File: src/tlbs_pkg.sv
// Shared types and codes for the table search block.
// No dependencies; top, search and testbench import it.
package tlbs_pkg;

	typedef logic [1:0] req_code_t;
	typedef logic [2:0] status_t;

	localparam req_code_t REQ_APPEND = 2'd0;
	localparam req_code_t REQ_SEARCH = 2'd1;
	localparam req_code_t REQ_CLEAR  = 2'd2;

	localparam status_t ST_FOUND      = 3'd0;
	localparam status_t ST_NOT_FOUND  = 3'd1;
	localparam status_t ST_NOT_SORTED = 3'd2;
	localparam status_t ST_DONE       = 3'd3;
	localparam status_t ST_FULL       = 3'd4;

	typedef struct packed {
		logic               start;
		logic               binary;
		logic signed [31:0] key;
	} search_cmd_t;

	typedef struct packed {
		logic       done;
		status_t    status;
		logic [7:0] index;
	} search_res_t;

endpackage

File: src/tlbs_search.sv
// Search sequencer: linear scan or bisection over the table RAM read port,
// one 32-bit equality compare for both modes and a greater-than compare for bisection. Depends on tlbs_pkg.
module tlbs_search #(
	parameter int TABLE_DEPTH = 256
) (
	input  logic                             clk,
	input  logic                             arst_n,
	input  tlbs_pkg::search_cmd_t            cmd,
	input  logic [$clog2(TABLE_DEPTH+1)-1:0] count,
	output logic                             rd_en,
	output logic [$clog2(TABLE_DEPTH)-1:0]   rd_addr,
	input  logic [31:0]                      rd_data,
	output logic                             idle,
	output tlbs_pkg::search_res_t            res
);
	import tlbs_pkg::*;

	localparam int AW = $clog2(TABLE_DEPTH);
	localparam int CW = $clog2(TABLE_DEPTH + 1);
	localparam logic signed [CW:0] ONE = (CW+1)'(1);

	typedef enum logic [3:0] {
		S_IDLE = 4'b0001,
		S_LIN  = 4'b0010,
		S_BRD  = 4'b0100,
		S_BCMP = 4'b1000
	} state_t;

	state_t             state_q;
	logic signed [31:0] key_q;
	logic [CW-1:0]      next_q;
	logic               pend_q;
	logic [AW-1:0]      pend_addr_q;
	logic signed [CW:0] lo_q;
	logic signed [CW:0] hi_q;
	logic [AW-1:0]      mid_q;

	logic signed [CW+1:0] sum;
	logic [AW-1:0]        mid;
	logic                 more;
	logic                 hit;
	logic                 lo_gt_hi;
	logic signed [CW:0]   mid_ext;

	assign sum      = {lo_q[CW], lo_q} + {hi_q[CW], hi_q};
	assign mid      = sum[AW:1];
	assign more     = next_q < count;
	assign hit      = $signed(rd_data) == key_q;
	assign lo_gt_hi = lo_q > hi_q;
	assign mid_ext  = $signed({{(CW+1-AW){1'b0}}, mid_q});
	assign idle     = state_q == S_IDLE;

	always_comb begin
		rd_en      = 1'b0;
		rd_addr    = '0;
		res.done   = 1'b0;
		res.status = ST_NOT_FOUND;
		res.index  = '0;
		case (state_q)
			S_LIN: begin
				if (pend_q && hit) begin
					res.done   = 1'b1;
					res.status = ST_FOUND;
					res.index  = 8'(pend_addr_q);
				end else if (more) begin
					rd_en   = 1'b1;
					rd_addr = next_q[AW-1:0];
				end else begin
					res.done = 1'b1;
				end
			end
			S_BRD: begin
				if (lo_gt_hi) begin
					res.done = 1'b1;
				end else begin
					rd_en   = 1'b1;
					rd_addr = mid;
				end
			end
			S_BCMP: begin
				if (hit) begin
					res.done   = 1'b1;
					res.status = ST_FOUND;
					res.index  = 8'(mid_q);
				end
			end
			default: begin
			end
		endcase
	end

	always_ff @(posedge clk or negedge arst_n) begin
		if (!arst_n) begin
			state_q <= S_IDLE;
			pend_q  <= 1'b0;
		end else begin
			case (state_q)
				S_IDLE: begin
					pend_q <= 1'b0;
					if (cmd.start) begin
						state_q <= cmd.binary ? S_BRD : S_LIN;
					end
				end
				S_LIN: begin
					if ((pend_q && hit) || !more) begin
						state_q <= S_IDLE;
						pend_q  <= 1'b0;
					end else begin
						pend_q <= 1'b1;
					end
				end
				S_BRD: begin
					state_q <= lo_gt_hi ? S_IDLE : S_BCMP;
				end
				S_BCMP: begin
					state_q <= hit ? S_IDLE : S_BRD;
				end
				default: begin
					state_q <= S_IDLE;
				end
			endcase
		end
	end

	always_ff @(posedge clk) begin
		case (state_q)
			S_IDLE: begin
				key_q  <= cmd.key;
				next_q <= '0;
				lo_q   <= '0;
				hi_q   <= $signed({1'b0, count}) - ONE;
			end
			S_LIN: begin
				next_q      <= next_q + CW'(1);
				pend_addr_q <= next_q[AW-1:0];
			end
			S_BRD: begin
				mid_q <= mid;
			end
			S_BCMP: begin
				if ($signed(rd_data) > key_q) begin
					hi_q <= mid_ext - ONE;
				end else begin
					lo_q <= mid_ext + ONE;
				end
			end
			default: begin
			end
		endcase
	end

	a_start_idle: assert property (@(posedge clk) disable iff (!arst_n)
		cmd.start |-> state_q == S_IDLE)
		else $error("search started while busy");

	a_cmp_after_rd: assert property (@(posedge clk) disable iff (!arst_n)
		state_q == S_BCMP |-> $past(state_q) == S_BRD)
		else $error("compare without a preceding probe");

	a_addr_in_table: assert property (@(posedge clk) disable iff (!arst_n)
		rd_en |-> CW'(rd_addr) < count)
		else $error("read beyond filled entries");

	a_done_idle: assert property (@(posedge clk) disable iff (!arst_n)
		res.done |=> state_q == S_IDLE)
		else $error("sequencer not idle after result");

endmodule

File: config.mk
export PLATFORM = sky130hd
export DESIGN_NAME = tlbs_search
export DESIGN_NICKNAME = d
export VERILOG_FILES = /design/src/tlbs_pkg.sv /design/src/tlbs_search.sv
export SDC_FILE = /design/constraint.sdc
export NUM_CORES = 1
export LEC_CHECK = 0
export ABC_AREA = 1
export BUFFER_PORTS_ARGS = -buffer_cell sky130_fd_sc_hd__buf_2
export CAP_MARGIN = 20
export CORE_MARGIN = 5
export CORE_UTILIZATION = 61
export CTS_CLUSTER_DIAMETER = 120
export DETAILED_ROUTE_END_ITERATION = 8
export MAX_ROUTING_LAYER = met4
export PLACE_DENSITY_LB_ADDON = 0.08
export SLEW_MARGIN = 25
export SYNTH_ARGS = -nofsm -noshare
export SYNTH_HDL_FRONTEND = slang
export SYNTH_SLANG_ARGS = --single-unit
File: constraint.sdc
create_clock -name clk -period 8.8 [get_ports clk]
set_input_delay 0.88 -clock clk [delete_from_list [all_inputs] [get_ports clk]]
set_output_delay 0.88 -clock clk [all_outputs]
set_load 0.01 [all_outputs]
==> metrics.md, run 1 <==
| Metric | Value |
|---|---|
| Die height | `just over 100 um` |
| Worst setup path start | `state_q[2]` |
| Avg WL per Cell | `approximately 15 um` |
| Unrepaired setup endpoints after global routing | `no` |
| Critical path class | `flip-flop to output port` |
| Post-DRT Antenna Nets | `0` |
| Async SR Flop Fraction | `0.06173` |
| Clk slew on worst S/H paths | `0.08 ns` |
| P&R area growth vs syn | `15.27%` |
| Top Ports | `between 90 and 100` |
| Grt total ovfl | `0` |
| Leakage | `2.932 nW` |
| FMAX | `0.2580 GHz` |
| Register area share after synthesis | `0.4672` |
| Syn Area/Cell | `between 9 and 10 um2` |
| R2R depth | `5` |
| Post-Syn Instances | `between 500 and 600` |
| Crit path time final | `about 3.9 ns` |
| Final GP Congestion | `0.9193` |
| Final setup vio count | `0` |
| Hold/Removal Path Class | `input port to asynchronous set/reset pin` |
| CTS tree | `yes` |
| Initial antenna violation count | `0` |
| Worst-margin pin slew | `approximately 0.95 ns` |
| Antenna cells | `0` |
| Chip width | `101.9 um` |
| # resized after CTS | `0` |
| #FFs+latches synth | `81` |
| DRT Wirelength | `approximately 11 mm` |
| Setup Buffers After CTS | `0` |
| Vias | `4197` |
| Critical Path Fanout Max | `14` |
| Total GRT Usage | `0.2357` |
| H-tree depth | `3` |
| Max Cap Viol | `0` |
| Hold_buf cts | `0` |
| Max rail drop VDD | `between 0.15 and 0.2 mV` |
| Most common cell after layout, fill and taps aside | `inv_1` |
| TritonCTS buffer count | `9` |
| HPWL Detailed | `9.296 mm` |
| Worst path depth | `8` |
| Final std cells w/o fill | `779` |
| TritonCTS Sinks | `81` |
| Fraction of layout cells with a size suffix above 1 | `0.1855` |
| Final Skew | `0.01232 ns` |
| Worst r2r src | `state_q[2]` |
| Clock Latency Late Sink | `0.34 ns` |
| Fin. max-slew vios | `0` |
| R2R Path End | `next_q[0]` |
| Pin count of the biggest net entering global routing | `20` |
| Ys Warns | `0` |
| Crit path capture type | `output port` |
| PD cells | `323.7 nW/um2` |
| Row cnt | `33` |
| Die Area | `10390 um2` |
| Clock Path Buffers | `2` |
| Port buffer count | `96` |
| Crit path DAT | `~3 ns` |
| CP delay by family, top | `simple AND/OR/NAND/NOR gates` |
| Drt first pass iters | `5` |
| Top cell by count, worst path | `inv_1` |
| Final hold vios | `0` |
| Critical path's slowest cell | `nor3_2` |
| Fin Setup TNS | `0 ns` |
| Root Buffer | `clkbuf_8` |
| DP Cell Count | `around 760` |
| Initial core utilization | `0.6274` |
| Worst Path Required | `7.92 ns` |
| First-pass GRT wire length | `18.51 mm` |
| CP Cell Sequence | `nor2_1, inv_1, nor3_2, inv_1, nor3_4, nand2_1, o21ai_0, buf_2` |
| Final #Nets | `808` |
| Core area | `8217 um2` |
| Vias in the first global route | `4144` |
| Post-synth cell types | `39` |
| Post-synthesis cell area | `5155 um2` |
| Number of synthesized flops with an enable pin | `76` |
| Slew headroom | `0.3636` |
| Critical path startpoint category | `flip-flop` |
| Top FF cell, synth | `edfxtp_1` |
| Most frequent cells in the layout | `108 x inv_1, 102 x nand2_1, 96 x buf_2` |
| Final period utilization | `0.4404` |
| DR iter-0 viols | `216` |
| WP buf/inv | `3` |
| Residual DRC | `0` |
| Crit-path max cell delay | `0.72 ns` |
| Status | `complete, no violations` |
| Vias/cell | `5.388` |
| Reg-to-reg slack, setup | `about 6.2 ns` |
| Worst Setup EP | `res[1]` |
-- worst register-to-register path, cell delays in order (launching register included) --
cell     delay, ns
dfrtp_1       0.42
nor2_1        0.11
inv_1         0.07
nor3_2        0.72
inv_1         0.45
nand2_1       0.46
-- final cells by class --
| type | count | area [um2] |
|---|---|---|
| inverters | 109 | 409.1 |
| multi-input cells | 370 | 2310 |
| clock inverters | 5 | 56.30 |
| well taps | 105 | 131.4 |
| fillers | 643 | 2275 |
| flip-flops and latches | 81 | 2409 |
| repair buffers | 98 | 495.5 |
| clock buffers | 11 | 131.4 |
-- cell usage after synthesis, drive strengths merged, types with 5 or more instances --
| cell type | count | area [um2] |
|---|---|---|
| inv | 108 | 405.4 |
| nand4 | 7 | 43.79 |
| o21ai | 28 | 140.1 |
| nand2 | 104 | 395.4 |
| a21oi | 41 | 205.2 |
| buf | 5 | 32.53 |
| edfxtp | 76 | 2282 |
| xor2 | 8 | 70.07 |
| nor3 | 14 | 113.9 |
| nor2 | 45 | 171.4 |
| ha | 61 | 763.2 |
| nand3 | 34 | 187.7 |
-- per-stage QoR --
step / utilization / total power [W] / setup WS, ns / instance area (um2) / hold WS (ns)
after global placement: 0.7003 / 0.001620 / 5.193 / 5754 / 0.5032
after detailed placement: 0.7003 / 0.001661 / 5.110 / 5754 / 0.5092
after CTS: 0.7232 / 0.001928 / 4.885 / 5942 / 0.3330
after floorplan: - / 0.001383 / 4.480 / 5159 / 0.4543
after global routing: 0.7232 / 0.002098 / 4.643 / 5942 / 0.3383
final: 0.7232 / 0.001923 / 4.924 / 5942 / 0.3439
-- registers in the layout (all words and copies together), names as in the netlist --
signal / cells
key_q: 32
hi_q: 10
lo_q: 9
next_q: 9
mid_q: 8
pend_addr_q: 8
state_q: 4
pend_q: 1
-- worst min-delay path by stage --
stage	start	endpoint	slack (ns)	depth (start not counted)
after detailed placement	next_q[0]	pend_addr_q[0]	0.51	0
after global routing	arst_n	pend_q	0.34	1
final	arst_n	pend_q	0.34	1
after floorplan	next_q[3]	pend_addr_q[3]	0.45	0
after CTS	arst_n	pend_q	0.33	1
after global placement	next_q[0]	pend_addr_q[0]	0.50	0
-- power breakdown --
group	switching, W	internal, W
clock	0.000130	0.000131
combinational	0.000601	0.000291
sequential	0.0000927	0.000678
-- metal layers --
metal,vias to the layer above,GRT usage,share of wire
met2,162,0.3974,0.50
li1,2101,-,-
met5,-,-,0
met1,1924,0.3041,0.42
met3,10,0.03959,0.076
met4,0,0.04642,0.0082
-- cells by family after synthesis --
| family | Yosys count | synth area share |
|---|---|---|
| fa+ha+maj | 62 | 0.1519 |
| xor+xnor | 11 | 0.01869 |
| other cells | 1 | 0.0007275 |
| buf+inv | 115 | 0.08641 |
| compound gates | 86 | 0.09102 |
| flops | 81 | 0.4672 |
| simple gates | 209 | 0.1840 |
Power figures use the tool's default switching activity.
==> inputs of run 2 (changes only) <==
- ABC_AREA: 1 -> 0
- CORE_UTILIZATION: 61 -> 56
- clock period: 8.8 -> 3.8 ns (I/O delays scaled with it)
==> metrics.md, run 2 <==
| Metric | Value |
|---|---|
| Status | `complete, no violations` |
| Hold/Removal Path Class | `input port to flip-flop` |
| Synth top area share | `0.4524 (+0.009663)` |
| Clk slew on worst S/H paths | `0.08 ns (about the same)` |
| Core area | `8763 um2 (+6.7%)` |
| Async SR Flop Fraction | `0.06173 (unchanged)` |
| Slew headroom | `0.4766 (+0.1130)` |
| First-pass GRT wire length | `17.63 mm (-4.7%)` |
| Drt first pass iters | `4 (-1)` |
| Vias | `3721 (-11%)` |
| Fraction of layout cells with a size suffix above 1 | `0.2171 (+0.03163)` |
| CTS tree | `yes` |
| Fin. max-slew vios | `0 (unchanged)` |
| Fin Setup TNS | `0 ns (unchanged)` |
| H-tree depth | `3 (unchanged)` |
| Final GP Congestion | `0.8950 (-2.6%)` |
| Seq. cell area | `2409 um2 (unchanged)` |
| Initial core utilization | `0.5757 (-0.05171)` |
| Root Buffer | `clkbuf_8` |
| PD cells | `747.3 nW/um2 (+130%)` |
| Die height | `104.9 um (+2.9%)` |
| Final #Nets | `719 (-11%)` |
| Critical path class | `flip-flop to output port` |
| Crit path capture type | `output port` |
| Top-count cell post-synth | `edfxtp_1` |
| Largest register by flop count | `key_q` |
| P&R area growth vs syn | `15.58%` |
| Initial antenna violation count | `0 (unchanged)` |
| Row cnt | `34 (+3.0%)` |
| DRT Wirelength | `10.67 mm (-6.7%)` |
| Port buffer count | `96 (unchanged)` |
| Post-Syn Instances | `480 (-15%)` |
| Worst Path Required | `3.42 ns (-4.50 ns)` |
| Final std cells w/o fill | `693 (-11%)` |
| Chip width | `104.9 um (+2.9%)` |
| # fillers | `695 (+8.1%)` |
| Ys Warns | `0 (unchanged)` |
| Crit path time final | `3.146 ns` |
| Max rail drop VDD | `0.3679 mV (+94%)` |
| Commonest cells post-synth | `76 x edfxtp_1, 67 x inv_1, 61 x ha_1` |
| Footprint of the multi-input gates | `2321 um2 (+0.49%)` |
| Hold endpoint | `key_q[12]` |
| Avg WL per Cell | `15.39 um (+4.9%)` |
| Area leader, netlist | `edfxtp_1` |
| Post-synthesis cell area | `5045 um2 (-2.1%)` |
| Residual DRC | `0 (unchanged)` |
| Critical path startpoint category | `flip-flop` |
| Hold Path Cell Cnt | `1` |
| Post-synth cell types | `55 (+41%)` |
| Critical Path Fanout Max | `12 (-2)` |
| Most common cell after layout, fill and taps aside | `buf_2` |
| Vias/cell | `5.369 (-0.34%)` |
| DR iter-0 viols | `203 (-6.0%)` |
| Clock Latency Late Sink | `0.35 ns (about the same)` |
| Pin count of the biggest net entering global routing | `23 (+15%)` |
| Hold_sp | `cmd[12]` |
| TritonCTS Sinks | `81 (unchanged)` |
| Antenna cells | `0 (unchanged)` |
| # resized after CTS | `0 (unchanged)` |
| Number of synthesized flops with an enable pin | `76 (unchanged)` |
| Top cells by area, synth | `edfxtp_1 45%, ha_1 15%, inv_1 5.0%, nor2_1 3.3%, a21oi_1 3.3%` |
| Final hold vios | `0 (unchanged)` |
| DP Cell Count | `676 (-11%)` |
| Final period utilization | `0.8279` |
| Setup Buffers After CTS | `0 (unchanged)` |
| Total GRT Usage | `0.2035 (-0.03225)` |
| #FFs+latches synth | `81 (unchanged)` |
| Max FFs per register | `32 (unchanged)` |
| Register area share after synthesis | `0.4774 (+0.01020)` |
| Post-DRT Antenna Nets | `0 (unchanged)` |
| Clock Path Buffers | `2 (unchanged)` |
| Final setup vio count | `0 (unchanged)` |
| Final Skew | `0.01375 ns (+0.001423 ns)` |
| Most frequent cells in the layout | `96 x buf_2, 76 x edfxtp_1, 67 x inv_1` |
| FMAX | `0.3179 GHz` |
| Crit path DAT | `2.77 ns (-0.23 ns)` |
| Worst-margin pin slew | `0.7798 ns (-0.1696 ns)` |
| Unrepaired setup endpoints after global routing | `no` |
| R2R Path End | `hi_q[8]` |
| Syn Area/Cell | `10.51 um2 (+15%)` |
| HPWL Detailed | `8.652 mm (-6.9%)` |
| Top Ports | `99 (unchanged)` |
| Worst r2r src | `key_q[14]` |
| Leakage | `2.651 nW (-9.6%)` |
| Grt total ovfl | `0 (unchanged)` |
| R2R depth | `9 (+4)` |
| Hold_buf cts | `1 (+1)` |
| Top FF cell, synth | `edfxtp_1` |
| Vias in the first global route | `3765 (-9.1%)` |
| Largest registers | `key_q x32, hi_q x10` |
| Die Area | `11010 um2 (+6.0%)` |
| Reg-to-reg slack, setup | `0.99 ns (-5.24 ns)` |
| TritonCTS buffer count | `9 (unchanged)` |
| Max Cap Viol | `0 (unchanged)` |
## run 2: stage by stage
stage	setup slack (ns)	utilization	power (W)	hold slack (ns)	cell area, um2
3_5_place_dp	0.8675	0.6455	0.003835	0.2019	5657
6_report	0.6539	0.6653	0.004357	0.1993	5831
5_1_grt	0.4333	0.6653	0.004738	0.1757	5831
3_3_place_gp	0.9110	0.6455	0.003741	0.1983	5657
2_1_floorplan	0.9579	-	0.003190	0.08441	5049
4_1_cts	0.6431	0.6653	0.004381	0.1839	5831
## run 2: report_power, final
part           internal [W]  switching, W  leakage (nW)  total [W]
registers           0.00157      0.000245         0.799    0.00181
logic              0.000774       0.00124          1.78    0.00201
clock network      0.000235      0.000299        0.0753   0.000534
total               0.00258       0.00178          2.65    0.00436
## run 2: worst max path at each step
| stage | depth (start not counted) | startpoint | to |
|---|---|---|---|
| final | 11 | key_q[31] | rd_en |
| after global routing | 11 | key_q[31] | rd_en |
| after CTS | 11 | key_q[31] | rd_en |
| after detailed placement | 9 | rd_data[14] | hi_q[1] |
| after global placement | 9 | rd_data[14] | hi_q[0] |
| after floorplan | 7 | rd_data[31] | lo_q[0] |
## run 2: worst max-delay path, stage by stage (launching register included)
cell      delay, ns
edfxtp_1       0.33
inv_1          0.04
ha_1           0.39
nand4_2        0.16
nor3_1         0.23
and2_1         0.22
nand2_1        0.28
inv_2          0.15
a211oi_1       0.08
buf_4          0.21
nand2b_1       0.17
buf_2          0.16
## run 2: layer usage
layer / vias to the layer above / part of all wire / GRT usage
met5: - / 0 / -
met4: 0 / 0.012 / 0.06119
met3: 12 / 0.039 / 0.03576
met2: 81 / 0.49 / 0.3260
met1: 1729 / 0.46 / 0.2659
li1: 1899 / - / -
## run 2: area by class of cell
type | instances | area share
tap | 108 | 0.02318
multi-input combinational | 314 | 0.3981
sequential | 81 | 0.4131
clock buffer | 11 | 0.02253
inverter | 71 | 0.04571
timing repair buffer | 103 | 0.09185
clock inverter | 5 | 0.005579
## run 2: logic make-up (layout without fill, tap and decap cells)
logic type	count (synthesis)	after routing	synth area share
AOI/OAI and AO/OA	91	91	0.1173
buffers and inverters	86	190	0.06572
and+or+nand+nor	128	128	0.1297
DFF	81	81	0.4774
xor gates and xnor gates	31	31	0.05382
other	1	2	0.0007433
adders and majority gates	62	62	0.1553
==> inputs of run 3 (changes only) <==
- clock period: 3.8 -> 3.2 ns (I/O delays scaled with it)
==> metrics.md, run 3 (same netlist as run 2, synthesis figures left out) <==
| Metric | Value |
|---|---|
| Post-DRT Antenna Nets | `0 (unchanged)` |
| Unrepaired setup endpoints after global routing | `no` |
| Root Buffer | `clkbuf_8` |
| WL met3 | `428 um (+2.1%)` |
| Core area | `8763 um2 (unchanged)` |
| Crit path time final | `~3.0 ns` |
| Worst Path Required | `2.88 ns (-0.54 ns)` |
| Hold endpoint | `key_q[20]` |
| H-tree depth | `3 (unchanged)` |
| R2R Path End | `lo_q[3]` |
| Status | `complete, no violations` |
| Worst-margin pin slew | `0.6314 ns (-0.1484 ns)` |
| First-pass GRT wire length | `18.20 mm (+3.2%)` |
| Die height | `104.9 um (unchanged)` |
| HPWL Detailed | `8.975 mm (+3.7%)` |
| Setup Buffers After CTS | `0 (unchanged)` |
| Most common cell after layout, fill and taps aside | `buf_2` |
| DR top layer | `met4` |
| Worst path depth | `9 (-2)` |
| Avg WL per Cell | `16.01 um (+4.0%)` |
| Chip width | `104.9 um (unchanged)` |
| Final Skew | `0.01398 ns (+0.0002348 ns)` |
| FMAX | `0.3374 GHz` |
| Critical path's slowest cell | `fa_1` |
| Port buffer count | `96 (unchanged)` |
| Hold Path Cell Cnt | `1 (unchanged)` |
| Max rail drop VDD | `0.4420 mV (+20%)` |
| Most frequent cells in the layout | `96 x buf_2, 76 x edfxtp_1, 67 x inv_1` |
| # fillers | `689 (-0.86%)` |
| CP Cell Sequence | `ha_1, fa_1, a21oi_1, o211ai_1, a21oi_1, a21oi_1, xor2_2, o2bb2ai_1, buf_2` |
| Clock Latency Late Sink | `0.35 ns (about the same)` |
| Antenna cells | `0 (unchanged)` |
| Leakage | `2.680 nW (+1.1%)` |
| Final hold vios | `0 (unchanged)` |
| R2R depth | `9 (unchanged)` |
| Hold_sp | `cmd[20]` |
| Reg-to-reg slack, setup | `0.42 ns (-0.57 ns)` |
| Max Cap Viol | `0 (unchanged)` |
| TritonCTS buffer count | `9 (unchanged)` |
| Slew headroom | `0.5786 (+0.1020)` |
| Fin Setup TNS | `0 ns (unchanged)` |
| TritonCTS Sinks | `81 (unchanged)` |
| Vias | `3759 (+1.0%)` |
| Final #Nets | `722 (+0.42%)` |
| Final period utilization | `0.9261` |
| Crit path DAT | `2.64 ns (-0.13 ns)` |
| Die Area | `11010 um2 (unchanged)` |
| Footprint of the multi-input gates | `2336 um2 (+0.65%)` |
| Crit path capture type | `output port` |
| Drt first pass iters | `4 (unchanged)` |
| DRT Wirelength | `11.14 mm (+4.5%)` |
| Final GP Congestion | `0.8710 (-2.7%)` |
| Initial core utilization | `0.5757 (unchanged)` |
| Top Ports | `99 (unchanged)` |
| Critical path startpoint category | `flip-flop` |
| Clock Path Buffers | `2 (unchanged)` |
| Grt total ovfl | `0 (unchanged)` |
| Largest register by flop count | `key_q` |
| Vias in the first global route | `3725 (-1.1%)` |
| P&R area growth vs syn | `16.99%` |
| Met2 wire length | `5.406 mm (+3.2%)` |
| Fraction of layout cells with a size suffix above 1 | `0.2262 (+0.009096)` |
| Total GRT Usage | `0.2114 (+0.007932)` |
| PD cells | `911.5 nW/um2 (+22%)` |
| Residual DRC | `0 (unchanged)` |
| Place WS | `0.4236 ns (-0.4439 ns)` |
| Critical path class | `flip-flop to output port` |
| Top cell by count, worst path | `a21oi_1` |
| Hold/Removal Path Class | `input port to flip-flop` |
| Initial antenna violation count | `0 (unchanged)` |
| Vias/cell | `5.401 (+0.59%)` |
| Setup ws final | `0.2366 ns (-0.4173 ns)` |
| Max FFs per register | `32 (unchanged)` |
| Seq. cell area | `2409 um2 (unchanged)` |
| Met1 Routed Length | `5.154 mm (+5.5%)` |
| Util after Layout | `0.6735 (+0.008138)` |
| Clk slew on worst S/H paths | `0.09 ns (about the same)` |
| Critical Path Fanout Max | `2 (-10)` |
| Fin. max-slew vios | `0 (unchanged)` |
| Largest registers | `key_q x32, hi_q x10` |
| DR iter-0 viols | `176 (-13%)` |
| Final setup vio count | `0 (unchanged)` |
| Worst r2r src | `key_q[31]` |
| CTS tree | `yes` |
| Pin count of the biggest net entering global routing | `24 (+4.3%)` |
| WP buf/inv | `1 (-3)` |
| Crit-path max cell delay | `0.41 ns (+0.02 ns)` |
| CP delay by family, top | `compound AO/OA/AOI/OAI gates` |
| Row cnt | `34 (unchanged)` |
[run 3: changes by cell type in the layout (fill, tap and decap cells not counted)]
cell and change:
nand2b_2 +1, a211oi_2 +1, buf_4 +3, bufinv_16 +1, clkinv_2 -2, xor2_2 +1
a211oi_1 -1, xor2_1 -1, nand2b_1 -1, clkbuf_8 +1
[run 3: worst max path at each step]
stage / end / slack (ns) / start
CTS: rd_addr[7] / 0.08 / next_q[6]
global placement: lo_q[0] / 0.48 / rd_data[31]
global route: rd_addr[7] / 0.02 / lo_q[0]
detailed placement: lo_q[1] / 0.42 / rd_data[31]
finish: rd_addr[7] / 0.24 / lo_q[0]
floorplan: lo_q[0] / 0.40 / key_q[31]
[run 3: through the flow]
step / power, W / std cells / instance area (um2) / hold slack [ns]
finish: 0.005380 / 696 / 5902 / 0.1388
global route: 0.005837 / 696 / 5902 / 0.1111
CTS: 0.005381 / 696 / 5887 / 0.1301
detailed placement: 0.004610 / 679 / 5679 / 0.1400
global placement: 0.004522 / 679 / 5679 / 0.1361
floorplan: 0.003788 / 481 / 5049 / 0.02441
[run 3: metal layers]
layer	global-route usage	up-vias
li1	-	1905
met1	0.2850	1760
met2	0.3300	81
met3	0.04192	13
met4	0.05388	0
met5	-	-
[run 3: repair_timing]
action,4_1_cts,5_1_grt
hold endpoints to repair,5,0
resized for setup,0,3
endpoints found under the setup margin,0,9
hold buffers,1,0
[run 3: final cells by class]
cell class              count  area share
flip-flops and latches     81      0.4081
repair buffers            106     0.09455
clock buffers              12     0.02459
clock inverters             4    0.008904
well taps                 108     0.02290
multi-input cells         314      0.3958
inverters                  71     0.04516
[run 3: power breakdown]
| part | switching, W | internal, W | leakage (nW) |
|---|---|---|---|
| Sequential | 0.000301 | 0.00186 | 0.799 |
| Clock | 0.000360 | 0.000383 | 0.0888 |
| Combinational | 0.00153 | 0.000947 | 1.79 |
